### src/rtl/core/looped_cubic_bezier_envelope_top_assert.svh
// Assertion macros for the looped cubic Bezier envelope top level.
`ifndef LOOPED_CUBIC_BEZIER_ENVELOPE_TOP_ASSERT_SVH
`define LOOPED_CUBIC_BEZIER_ENVELOPE_TOP_ASSERT_SVH

// The consequent must hold in the same cycle as the antecedent.
`define LCBE_ASSERT_SAME(lbl, ante, cons) \
  lbl: assert property (@(posedge clk) disable iff (!rst_n) (ante) |-> (cons)) \
    else $error("lcbe: same-cycle check failed");

// The consequent must hold in the cycle after the antecedent.
`define LCBE_ASSERT_NEXT(lbl, ante, cons) \
  lbl: assert property (@(posedge clk) disable iff (!rst_n) (ante) |=> (cons)) \
    else $error("lcbe: next-cycle check failed");

`endif

### src/rtl/core/lcbe_pkg.sv
// Shared types, constants and tables of the looped cubic Bezier envelope.
`timescale 1ns / 1ps
package lcbe_pkg;

  localparam int DURATION_WIDTH_DEF = 16;
  localparam int VALUE_WIDTH_DEF    = 16;
  localparam int FRACTION_BITS_DEF  = 16;

  localparam int DELTA_W    = 16;
  localparam int CFG_DATA_W = 32;
  localparam int CFG_IDX_W  = 3;
  localparam int NUM_SEG    = 4;
  localparam int NUM_CTRL   = 5;
  localparam int NUM_BLEND  = 6;
  // Wide enough for the longest iteration count at the default parameter values.
  localparam int CNT_W      = 5;

  typedef enum logic [CFG_IDX_W-1:0] {
    REG_DUR_FIRST  = 3'd0,
    REG_DUR_SECOND = 3'd1,
    REG_VALUE_ONE  = 3'd2,
    REG_VALUE_TWO  = 3'd3,
    REG_VALUE_THR  = 3'd4,
    REG_VALUE_FOUR = 3'd5,
    REG_VALUE_FIVE = 3'd6
  } lcbe_cfg_reg_t;

  typedef enum logic [3:0] {
    ST_IDLE,
    ST_SEEK,
    ST_WRAP,
    ST_WCHK,
    ST_MDEC,
    ST_MOD,
    ST_MINC,
    ST_TSUB,
    ST_DIV,
    ST_MUL,
    ST_ADD,
    ST_DONE
  } lcbe_state_t;

  typedef struct packed {
    lcbe_state_t       state;
    logic [CNT_W-1:0]  cnt;
    logic              item_take;
    logic              out_load;
  } lcbe_ctrl_t;

  typedef struct packed {
    logic unit_neg;
    logic unit_zero;
    logic seg_last;
  } lcbe_status_t;

  // Width of the elapsed time: the period plus one full delta must fit.
  function automatic int elapsed_w(input int dw);
    int base;
    base = (dw + 2 > DELTA_W) ? dw + 2 : DELTA_W;
    return base + 1;
  endfunction

  // Control point j of segment seg, as an index into value_one..value_five.
  function automatic logic [2:0] ctrl_point(input logic [1:0] seg, input logic [1:0] j);
    logic [2:0] idx;
    case ({seg, j})
      4'b00_00, 4'b00_01: idx = 3'd0;
      4'b00_10:           idx = 3'd1;
      4'b00_11:           idx = 3'd2;
      4'b01_00:           idx = 3'd2;
      4'b01_01:           idx = 3'd3;
      4'b01_10, 4'b01_11: idx = 3'd4;
      4'b10_00, 4'b10_01: idx = 3'd4;
      4'b10_10:           idx = 3'd3;
      4'b10_11:           idx = 3'd2;
      4'b11_00:           idx = 3'd2;
      4'b11_01:           idx = 3'd1;
      default:            idx = 3'd0;
    endcase
    return idx;
  endfunction

  // Lower point of the blend done while the countdown stands at cnt.
  // The six steps run q0,q1,q2 then r0,r1 then y, all in place.
  function automatic logic [1:0] blend_first(input logic [CNT_W-1:0] cnt);
    logic [1:0] idx;
    case (cnt)
      5'd4:    idx = 2'd1;
      5'd3:    idx = 2'd2;
      5'd1:    idx = 2'd1;
      default: idx = 2'd0;
    endcase
    return idx;
  endfunction

endpackage

### src/rtl/core/lcbe_ctrl.sv
// Sequencer that steps the shared unit through seek, wrap, reduce, divide and blend.
`timescale 1ns / 1ps
module lcbe_ctrl import lcbe_pkg::*; #(
  parameter int DURATION_WIDTH = DURATION_WIDTH_DEF,
  parameter int FRACTION_BITS  = FRACTION_BITS_DEF
) (
  input  logic         clk,
  input  logic         rst_n,
  input  logic         in_valid,
  output logic         in_ready,
  input  logic         out_free,
  input  lcbe_status_t status,
  output lcbe_ctrl_t   ctrl
);

  localparam int EW = elapsed_w(DURATION_WIDTH);

  lcbe_state_t      state_r, state_nxt;
  logic [CNT_W-1:0] cnt_r, cnt_nxt;

  always_ff @(posedge clk) begin
    if (!rst_n) begin
      state_r <= ST_IDLE;
      cnt_r   <= '0;
    end else begin
      state_r <= state_nxt;
      cnt_r   <= cnt_nxt;
    end
  end

  always_comb begin
    state_nxt      = state_r;
    cnt_nxt        = cnt_r;
    in_ready       = 1'b0;
    ctrl.item_take = 1'b0;
    ctrl.out_load  = 1'b0;
    case (state_r)
      ST_IDLE: begin
        in_ready = rst_n;
        if (in_valid && rst_n) begin
          ctrl.item_take = 1'b1;
          state_nxt      = ST_SEEK;
        end
      end
      ST_SEEK: begin
        if (status.unit_neg) begin
          if (status.seg_last) state_nxt = ST_WRAP;
        end else begin
          state_nxt = ST_TSUB;
        end
      end
      ST_WRAP: state_nxt = ST_WCHK;
      ST_WCHK: begin
        state_nxt = status.unit_neg ? ST_MDEC : ST_SEEK;
      end
      ST_MDEC: begin
        cnt_nxt   = CNT_W'(EW - 1);
        state_nxt = ST_MOD;
      end
      ST_MOD: begin
        if (cnt_r == '0) state_nxt = ST_MINC;
        else cnt_nxt = cnt_r - 1'b1;
      end
      ST_MINC: state_nxt = ST_SEEK;
      ST_TSUB: begin
        if (status.unit_neg || status.unit_zero) begin
          state_nxt = ST_DONE;
        end else begin
          cnt_nxt   = CNT_W'(FRACTION_BITS);
          state_nxt = ST_DIV;
        end
      end
      ST_DIV: begin
        if (cnt_r == '0) begin
          cnt_nxt   = CNT_W'(NUM_BLEND - 1);
          state_nxt = ST_MUL;
        end else begin
          cnt_nxt = cnt_r - 1'b1;
        end
      end
      ST_MUL: state_nxt = ST_ADD;
      ST_ADD: begin
        if (cnt_r == '0) begin
          state_nxt = ST_DONE;
        end else begin
          cnt_nxt   = cnt_r - 1'b1;
          state_nxt = ST_MUL;
        end
      end
      ST_DONE: begin
        if (out_free) begin
          ctrl.out_load = 1'b1;
          state_nxt     = ST_IDLE;
        end
      end
      default: state_nxt = ST_IDLE;
    endcase
    ctrl.state = state_r;
    ctrl.cnt   = cnt_r;
  end

endmodule

### src/rtl/core/lcbe_dp.sv
// Datapath: time and segment state, shared subtractor and the blend multiplier.
`timescale 1ns / 1ps
module lcbe_dp import lcbe_pkg::*; #(
  parameter int DURATION_WIDTH = DURATION_WIDTH_DEF,
  parameter int VALUE_WIDTH    = VALUE_WIDTH_DEF,
  parameter int FRACTION_BITS  = FRACTION_BITS_DEF
) (
  input  logic                   clk,
  input  logic                   rst_n,
  input  lcbe_ctrl_t             ctrl,
  input  logic [DELTA_W-1:0]     in_delta,
  input  logic [CFG_DATA_W-1:0]  dur_first,
  input  logic [CFG_DATA_W-1:0]  dur_second,
  input  logic [VALUE_WIDTH-1:0] val_i [NUM_CTRL],
  output lcbe_status_t           status,
  output logic [VALUE_WIDTH-1:0] curve,
  output logic [1:0]             seg
);

  localparam int DW  = DURATION_WIDTH;
  localparam int VW  = VALUE_WIDTH;
  localparam int FB  = FRACTION_BITS;
  localparam int EW  = elapsed_w(DW);
  localparam int PW  = DW + 2;
  localparam int UW  = EW + 1;
  localparam int PRW = VW + FB + 3;

  logic [EW-1:0]        elapsed_r;
  logic [1:0]           seg_r;
  logic [EW-1:0]        rem_r;
  logic [EW-1:0]        shreg_r;
  logic [FB:0]          quo_r;
  logic signed [PRW-1:0] prod_r;
  logic [VW-1:0]        pt_r [4];

  logic [63:0]          pair_lo, pair_hi;
  logic [DW-1:0]        dfield [NUM_SEG];
  logic [PW-1:0]        dur [NUM_SEG];
  logic [PW-1:0]        bound [NUM_SEG+1];
  logic [PW-1:0]        dur_sel, start_sel, end_sel, period;
  logic [2:0]           seg_nx;
  logic [UW-1:0]        op_a, op_b, diff;
  logic [EW-1:0]        cand;
  logic [1:0]           ai, bi;
  logic signed [VW:0]   dv;
  logic signed [PRW-1:0] prod_nxt, step_q, sum_v;

  // Segment durations (zero counts as one) and the running boundaries.
  assign pair_lo = {32'd0, dur_first};
  assign pair_hi = {32'd0, dur_second};

  always_comb begin
    for (int k = 0; k < NUM_SEG; k++) begin
      dfield[k] = (k < 2) ? pair_lo[(k % 2) * DW +: DW] : pair_hi[(k % 2) * DW +: DW];
      dur[k]    = (dfield[k] == '0) ? PW'(1) : PW'(dfield[k]);
    end
    bound[0] = '0;
    for (int k = 0; k < NUM_SEG; k++) begin
      bound[k+1] = bound[k] + dur[k];
    end
  end

  assign seg_nx    = {1'b0, seg_r} + 3'd1;
  assign dur_sel   = dur[seg_r];
  assign start_sel = bound[{1'b0, seg_r}];
  assign end_sel   = bound[seg_nx];
  assign period    = bound[NUM_SEG];
  assign cand      = {rem_r[EW-2:0], shreg_r[EW-1]};

  // Shared subtractor: every compare, reduce and divide step goes through it.
  always_comb begin
    op_a = '0;
    op_b = '0;
    case (ctrl.state)
      ST_SEEK: begin op_a = UW'(end_sel);   op_b = UW'(elapsed_r); end
      ST_WRAP: begin op_a = UW'(elapsed_r); op_b = UW'(period);    end
      ST_WCHK: begin op_a = UW'(period);    op_b = UW'(elapsed_r); end
      ST_MDEC: begin op_a = UW'(elapsed_r); op_b = UW'(1);         end
      ST_MOD:  begin op_a = UW'(cand);      op_b = UW'(period);    end
      ST_MINC: begin op_a = UW'(rem_r);     op_b = '1;             end
      ST_TSUB: begin op_a = UW'(elapsed_r); op_b = UW'(start_sel); end
      ST_DIV:  begin op_a = UW'(rem_r);     op_b = UW'(dur_sel);   end
      default: begin op_a = '0;             op_b = '0;             end
    endcase
    diff = op_a - op_b;
  end

  assign status.unit_neg  = diff[UW-1];
  assign status.unit_zero = (diff == '0);
  assign status.seg_last  = (seg_r == 2'd3);

  // Blend unit: a + floor((b - a) * t / 2^FB).
  assign ai       = blend_first(ctrl.cnt);
  assign bi       = ai + 2'd1;
  assign dv       = $signed({pt_r[bi][VW-1], pt_r[bi]}) - $signed({pt_r[ai][VW-1], pt_r[ai]});
  assign prod_nxt = PRW'(dv) * PRW'($signed({1'b0, quo_r}));
  assign step_q   = prod_r >>> FB;
  assign sum_v    = PRW'($signed(pt_r[ai])) + step_q;

  always_ff @(posedge clk) begin
    if (!rst_n) begin
      elapsed_r <= '0;
      seg_r     <= '0;
    end else begin
      case (ctrl.state)
        ST_IDLE: if (ctrl.item_take) elapsed_r <= elapsed_r + EW'(in_delta);
        ST_SEEK: if (status.unit_neg) seg_r <= seg_r + 2'd1;
        ST_WRAP: elapsed_r <= diff[EW-1:0];
        ST_MINC: elapsed_r <= diff[EW-1:0];
        default: ;
      endcase
    end
  end

  always_ff @(posedge clk) begin
    case (ctrl.state)
      ST_MDEC: begin
        shreg_r <= diff[EW-1:0];
        rem_r   <= '0;
      end
      ST_MOD: begin
        shreg_r <= {shreg_r[EW-2:0], 1'b0};
        rem_r   <= status.unit_neg ? cand : diff[EW-1:0];
      end
      ST_TSUB: begin
        rem_r <= diff[EW-1:0];
        quo_r <= '0;
        for (int j = 0; j < 4; j++) begin
          pt_r[j] <= val_i[ctrl_point(seg_r, 2'(j))];
        end
      end
      ST_DIV: begin
        if (status.unit_neg) begin
          rem_r <= {rem_r[EW-2:0], 1'b0};
          quo_r <= {quo_r[FB-1:0], 1'b0};
        end else begin
          rem_r <= {diff[EW-2:0], 1'b0};
          quo_r <= {quo_r[FB-1:0], 1'b1};
        end
      end
      ST_MUL:  prod_r   <= prod_nxt;
      ST_ADD:  pt_r[ai] <= sum_v[VW-1:0];
      default: ;
    endcase
  end

  assign curve = pt_r[0];
  assign seg   = seg_r;

endmodule

### src/rtl/core/looped_cubic_bezier_envelope_top.sv
// Top level of the looping four-segment cubic Bezier envelope generator.
//
//   Channel  Direction  Handshake             Payload
//   in       sink       in_valid / in_ready   in_delta_time
//   out      source     out_valid / out_ready out_curve_value, out_segment_index
//   cfg      sink       cfg_wr_en (no wait)   cfg_index, cfg_wdata
//
// A transaction runs the seek, the bit-serial divider for t (FRACTION_BITS + 1 steps) and six
// blends on the single multiplier. Each segment boundary crossed adds a seek step, a pass
// through segment four a wrap and a check, and a time that spans more than one period a
// bit-serial reduction; a t of zero skips divide and blends. Reset is synchronous, active low,
// and clears control, time, config and output-valid state; input is taken only when idle.
// A finished result waits in the output register, so a stalled consumer holds only the last step.
`timescale 1ns / 1ps
module looped_cubic_bezier_envelope_top import lcbe_pkg::*; #(
  parameter int DURATION_WIDTH = DURATION_WIDTH_DEF,
  parameter int VALUE_WIDTH    = VALUE_WIDTH_DEF,
  parameter int FRACTION_BITS  = FRACTION_BITS_DEF
) (
  input  logic                          clk,
  input  logic                          rst_n,
  input  logic                          in_valid,
  output logic                          in_ready,
  input  logic [DELTA_W-1:0]            in_delta_time,
  output logic                          out_valid,
  input  logic                          out_ready,
  output logic signed [VALUE_WIDTH-1:0] out_curve_value,
  output logic [1:0]                    out_segment_index,
  input  logic                          cfg_wr_en,
  input  logic [CFG_IDX_W-1:0]          cfg_index,
  input  logic [CFG_DATA_W-1:0]         cfg_wdata
);

  localparam logic [CFG_DATA_W-1:0] DUR_RESET = CFG_DATA_W'(65537);

  // Configuration registers. Both duration words reset so every segment lasts one tick.
  logic [CFG_DATA_W-1:0]  dur_first_r, dur_second_r;
  logic [VALUE_WIDTH-1:0] value_r [NUM_CTRL];

  // Output register, which frees the sequencer once a result is parked here.
  logic                   out_valid_r;
  logic [VALUE_WIDTH-1:0] out_curve_r;
  logic [1:0]             out_seg_r;

  lcbe_ctrl_t             ctrl_s;
  lcbe_status_t           status_s;
  logic [VALUE_WIDTH-1:0] curve_s;
  logic [1:0]             seg_s;
  logic                   out_free;

  always_ff @(posedge clk) begin
    if (!rst_n) begin
      dur_first_r  <= DUR_RESET;
      dur_second_r <= DUR_RESET;
      for (int i = 0; i < NUM_CTRL; i++) begin
        value_r[i] <= '0;
      end
    end else if (cfg_wr_en) begin
      // Writes to an index past the last register are dropped.
      case (lcbe_cfg_reg_t'(cfg_index))
        REG_DUR_FIRST:  dur_first_r  <= cfg_wdata;
        REG_DUR_SECOND: dur_second_r <= cfg_wdata;
        REG_VALUE_ONE:  value_r[0]   <= cfg_wdata[VALUE_WIDTH-1:0];
        REG_VALUE_TWO:  value_r[1]   <= cfg_wdata[VALUE_WIDTH-1:0];
        REG_VALUE_THR:  value_r[2]   <= cfg_wdata[VALUE_WIDTH-1:0];
        REG_VALUE_FOUR: value_r[3]   <= cfg_wdata[VALUE_WIDTH-1:0];
        REG_VALUE_FIVE: value_r[4]   <= cfg_wdata[VALUE_WIDTH-1:0];
        default: ;
      endcase
    end
  end

  // The sequencer may hand over a result when the output slot is empty or draining.
  assign out_free = !out_valid_r || out_ready;

  lcbe_ctrl #(
    .DURATION_WIDTH (DURATION_WIDTH),
    .FRACTION_BITS  (FRACTION_BITS)
  ) u_ctrl (
    .clk      (clk),
    .rst_n    (rst_n),
    .in_valid (in_valid),
    .in_ready (in_ready),
    .out_free (out_free),
    .status   (status_s),
    .ctrl     (ctrl_s)
  );

  lcbe_dp #(
    .DURATION_WIDTH (DURATION_WIDTH),
    .VALUE_WIDTH    (VALUE_WIDTH),
    .FRACTION_BITS  (FRACTION_BITS)
  ) u_dp (
    .clk        (clk),
    .rst_n      (rst_n),
    .ctrl       (ctrl_s),
    .in_delta   (in_delta_time),
    .dur_first  (dur_first_r),
    .dur_second (dur_second_r),
    .val_i      (value_r),
    .status     (status_s),
    .curve      (curve_s),
    .seg        (seg_s)
  );

  always_ff @(posedge clk) begin
    if (!rst_n) begin
      out_valid_r <= 1'b0;
    end else if (ctrl_s.out_load) begin
      out_valid_r <= 1'b1;
    end else if (out_ready) begin
      out_valid_r <= 1'b0;
    end
  end

  always_ff @(posedge clk) begin
    if (ctrl_s.out_load) begin
      out_curve_r <= curve_s;
      out_seg_r   <= seg_s;
    end
  end

  assign out_valid         = out_valid_r;
  assign out_curve_value   = $signed(out_curve_r);
  assign out_segment_index = out_seg_r;

`include "looped_cubic_bezier_envelope_top_assert.svh"

  // Once a transaction is taken the sequencer is busy for at least the next cycle.
  `LCBE_ASSERT_NEXT(a_busy_after_take, in_valid && in_ready, !in_ready)
  // A result is never written over one that the consumer has not yet taken.
  `LCBE_ASSERT_SAME(a_no_overwrite, ctrl_s.out_load, !out_valid_r || out_ready)
  // Every handed-over result shows up on the output channel in the next cycle.
  `LCBE_ASSERT_NEXT(a_result_shown, ctrl_s.out_load, out_valid)
  // Input is never taken while a result is still being handed over.
  `LCBE_ASSERT_SAME(a_take_excl_load, in_valid && in_ready, !ctrl_s.out_load)

endmodule

### config.mk
export PLATFORM = sky130hd
export DESIGN_NAME = looped_cubic_bezier_envelope_top
export DESIGN_NICKNAME = d
export VERILOG_FILES = /design/src/rtl/core/lcbe_pkg.sv /design/src/rtl/core/lcbe_ctrl.sv /design/src/rtl/core/lcbe_dp.sv /design/src/rtl/core/looped_cubic_bezier_envelope_top.sv
export VERILOG_INCLUDE_DIRS = /design/src /design/src/rtl/core
export SDC_FILE = /design/constraint.sdc
export NUM_CORES = 2
export LEC_CHECK = 0
export ABC_AREA = 1
export BUFFER_PORTS_ARGS = -buffer_cell sky130_fd_sc_hd__clkbuf_2
export CAP_MARGIN = 20
export CORE_MARGIN = 2
export CORE_UTILIZATION = 25
export DETAILED_ROUTE_END_ITERATION = 12
export GPL_TIMING_DRIVEN = 0
export PLACE_DENSITY = 0.48
export SYNTH_ARGS = -nofsm -noshare
export SYNTH_HDL_FRONTEND = slang
export SYNTH_SLANG_ARGS = --single-unit
### constraint.sdc
create_clock -name clk -period 29.7 [get_ports clk]
set_clock_uncertainty 0.05 [all_clocks]
set_input_delay 2.97 -clock clk [delete_from_list [all_inputs] [get_ports clk]]
set_output_delay 2.97 -clock clk [all_outputs]
set_load 0.005 [all_outputs]
==> out/metrics.csv <==
stage,metric,value,unit
run_status,outcome,"complete, no violations",
placed_design,place_area,35900,um^2
logic_synthesis,netlist-cell-type-count,62,
drt,final_antenna_net_count,0,
timing,tightest_slew,1.11,ns
drt,drt-initial-drc-count,3054,
final_layout,mostFrequentLayoutCells,"nand2_1 (932), inv_1 (695), nor2_1 (523), o21ai_0 (434), a21oi_1 (314)",
clock_tree,cts_resized,0,
final_layout,n_fill_cell,14511,
setup_path,crit_slowest_cell,a21oi_1,
clock_tree,clock_latency,0.60,ns
logic_synthesis,yosysSeqAreaShare,24.4,%
logic_synthesis,syn_avg_cell_area,7.12,um^2
timing,maxSlewHeadroom,25.5,%
clock_tree,postCtsHoldBufs,0,
final_layout,final_nets,5305,
setup_path,crit_path_start_kind,flip-flop,
drt,dr_total_vias,32430,
timing,fin_crit,12.36,ns
timing,hold_viol_final,0,
final_layout,layout_commonest_cell,nand2_1,
setup_path,max_stage_delay,0.55,ns
placed_design,io_buffer_count,74,
die,io-pin-count,76,
final_layout,final_cell_area,37200,um^2
min_path,holdCritPathClass,flip-flop to flip-flop,
drt,routed_wl,133000,um
grt,grt_overflow,0,
setup_path,cp.required,29.99,ns
timing,tns,0,ns
timing,setup_viol,0,
clock_tree,cts_setup_buffers,0,
clock_tree,clockBufferDepth,3,
logic_synthesis,netlist_instances,4666,
clock_tree,clock-sinks,328,
grt,grt_pass1_vias,31606,
grt,grt_max_degree,18,
final_layout,multi_input_area,21400,um^2
clock_tree,clkTransAtPathRegs,0.06,ns
timing,period_share,41.6,%
logic_synthesis,synthArstFlopShare,0,%
final_layout,area_growth,12.1,%
drt,wire_per_inst,20.2,um
clock_tree,cts_root_buf,clkbuf_16,
grt,busiest_layer,met2,
grt,use_met2,31.0,%
logic_synthesis,synthesis.nets,5185,
clock_tree,cts_tree,yes,
clock_tree,cts_made_buffers,39,
logic_synthesis,synth_edf_count,153,
die,rows,133,
run,cap_viol_max_count,0,
final_layout,drive_above_1_share,5.85,%
placed_design,dpl.hpwl,109000,um
die,start_util,25.2,%
die,core,132000,um^2
logic_synthesis,synth_ff_type,dfxtp_1,
final_layout,seq_area,8100,um^2
setup_path,cp-end-kind,flip-flop,
clock_tree,htree_levels,2,
setup_path,crit_arrival,12.65,ns
logic_synthesis,synth_seq_cells,328,
logic_synthesis,yosys_warnings,0,
setup_path,path_class,flip-flop to flip-flop,
final_layout,n_antenna_cell,0,
timing,rsz0062_at_grt,no,
drt,drc,0,
die,die_area,136000,um^2
drt,viasPerCell,4.93,
logic_synthesis,synthesis.area,33200,um^2
die,fp.dieW,368,um
timing,drv_slew,0,
drt,drt_pre_antenna_iters,6,
grt,grt_use_met1,27.8,%
timing,max_freq,0.0809,GHz
grt,antenna_found_initial,4,
grt,track_usage,19.4,%
setup_path,crit_fanout,10,
grt,grt_pass1_wl,201000,um
setup_path,crit_top_cell,inv_1,
placed_design,gp_congestion,0.949,
grt,use_met3,2.00,%
die,die_h,368,um
[final cells by class]
cell class                 instances  share of cell area, %
multi-input combinational       3362                   57.6
sequential                       328                   21.8
inverter                         726                   7.32
tap                             1755                   5.90
clock buffer                      57                   3.05
buffer                           250                   2.63
timing repair buffer              79                   1.21
clock inverter                    15                  0.535
[critical path: cells and delay by family, from the launching register on]
family	cells	cell delay, ns
AND/OR/NAND/NOR	12	1.24
adder cells (fa/ha/maj)	11	4.39
XOR/XNOR	1	0.16
flip-flops	1	0.41
AO/OA/AOI/OAI	11	2.61
buffers and inverters	15	3.24
[metal layers]
metal	vias up	share of wire, %	routed length, um
li1	15420	-	-
met1	15739	47	62500
met2	1103	45	59300
met3	168	5.9	7860
met4	0	2.5	3300
met5	-	0	0
[kinds of logic (layout without fill, tap and decap cells)]
kind of cell    Yosys count  in the layout  synth area share [%]
fa+ha+maj               463            463                  22.6
simple gates           1809           1809                  22.5
compound gates         1020           1020                  17.5
flops                   328            328                  24.4
xor+xnor                 69             69                  1.84
buf+inv                 976           1127                  11.2
mux                       1              1                0.0301
[Yosys cell counts (20+ instances only)]
| cell type | instances | area (um^2) |
|---|---|---|
| a21oi_1 | 314 | 1570 |
| fa_1 | 230 | 4600 |
| xnor2_1 | 22 | 193 |
| o21ai_0 | 435 | 2180 |
| inv_2 | 25 | 93.8 |
| nand3_1 | 174 | 871 |
| a32oi_1 | 28 | 245 |
| or2_2 | 46 | 288 |
| nand4_1 | 34 | 213 |
| xor2_1 | 46 | 403 |
| a31oi_1 | 20 | 125 |
| edfxtp_1 | 153 | 4590 |
| o221ai_1 | 21 | 184 |
| nor3_1 | 29 | 145 |
| o22ai_1 | 36 | 225 |
| nand2_1 | 932 | 3500 |
| ha_1 | 233 | 2920 |
| o21ai_1 | 21 | 105 |
| inv_1 | 695 | 2610 |
| clkbuf_1 | 215 | 807 |
| dfxtp_1 | 175 | 3500 |
| nor2_1 | 526 | 1970 |
| o211ai_1 | 33 | 248 |
[registers in the layout, indices dropped and copies added (netlist names)]
register	cells
dur_first_r	32
dur_second_r	32
out_curve_value	16
out_segment_index	2
out_valid	1
u_ctrl.cnt_r	5
u_ctrl.state_r	4
u_dp.elapsed_r	19
u_dp.prod_r	16
u_dp.pt_r	64
u_dp.quo_r	17
u_dp.rem_r	19
u_dp.seg	2
u_dp.shreg_r	19
value_r	80
[per-stage QoR]
step	std cells	hold WS (ns)	utilization (%)	setup slack, ns
after CTS	6572	0.432	28.3	17.50
after global routing	6572	0.452	28.3	16.65
final	6572	0.431	28.3	17.34
after floorplan	4666	0.390	-	20.21
after global placement	6495	0.417	27.2	17.55
after detailed placement	6500	0.425	27.3	17.52
[worst paths after layout]
path / from / endpoint / slack, ns / cells past startpoint
min reg2reg: value_r[61] / value_r[61] / 0.43 / 2
max: u_ctrl.cnt_r[0] / u_dp.prod_r[27] / 17.34 / 50
min: value_r[61] / value_r[61] / 0.43 / 2
max reg2reg: u_ctrl.cnt_r[0] / u_dp.prod_r[27] / 17.34 / 50
Power is not shown: default switching activity piles up to over one toggle a cycle in this logic, so the estimate is an artifact.
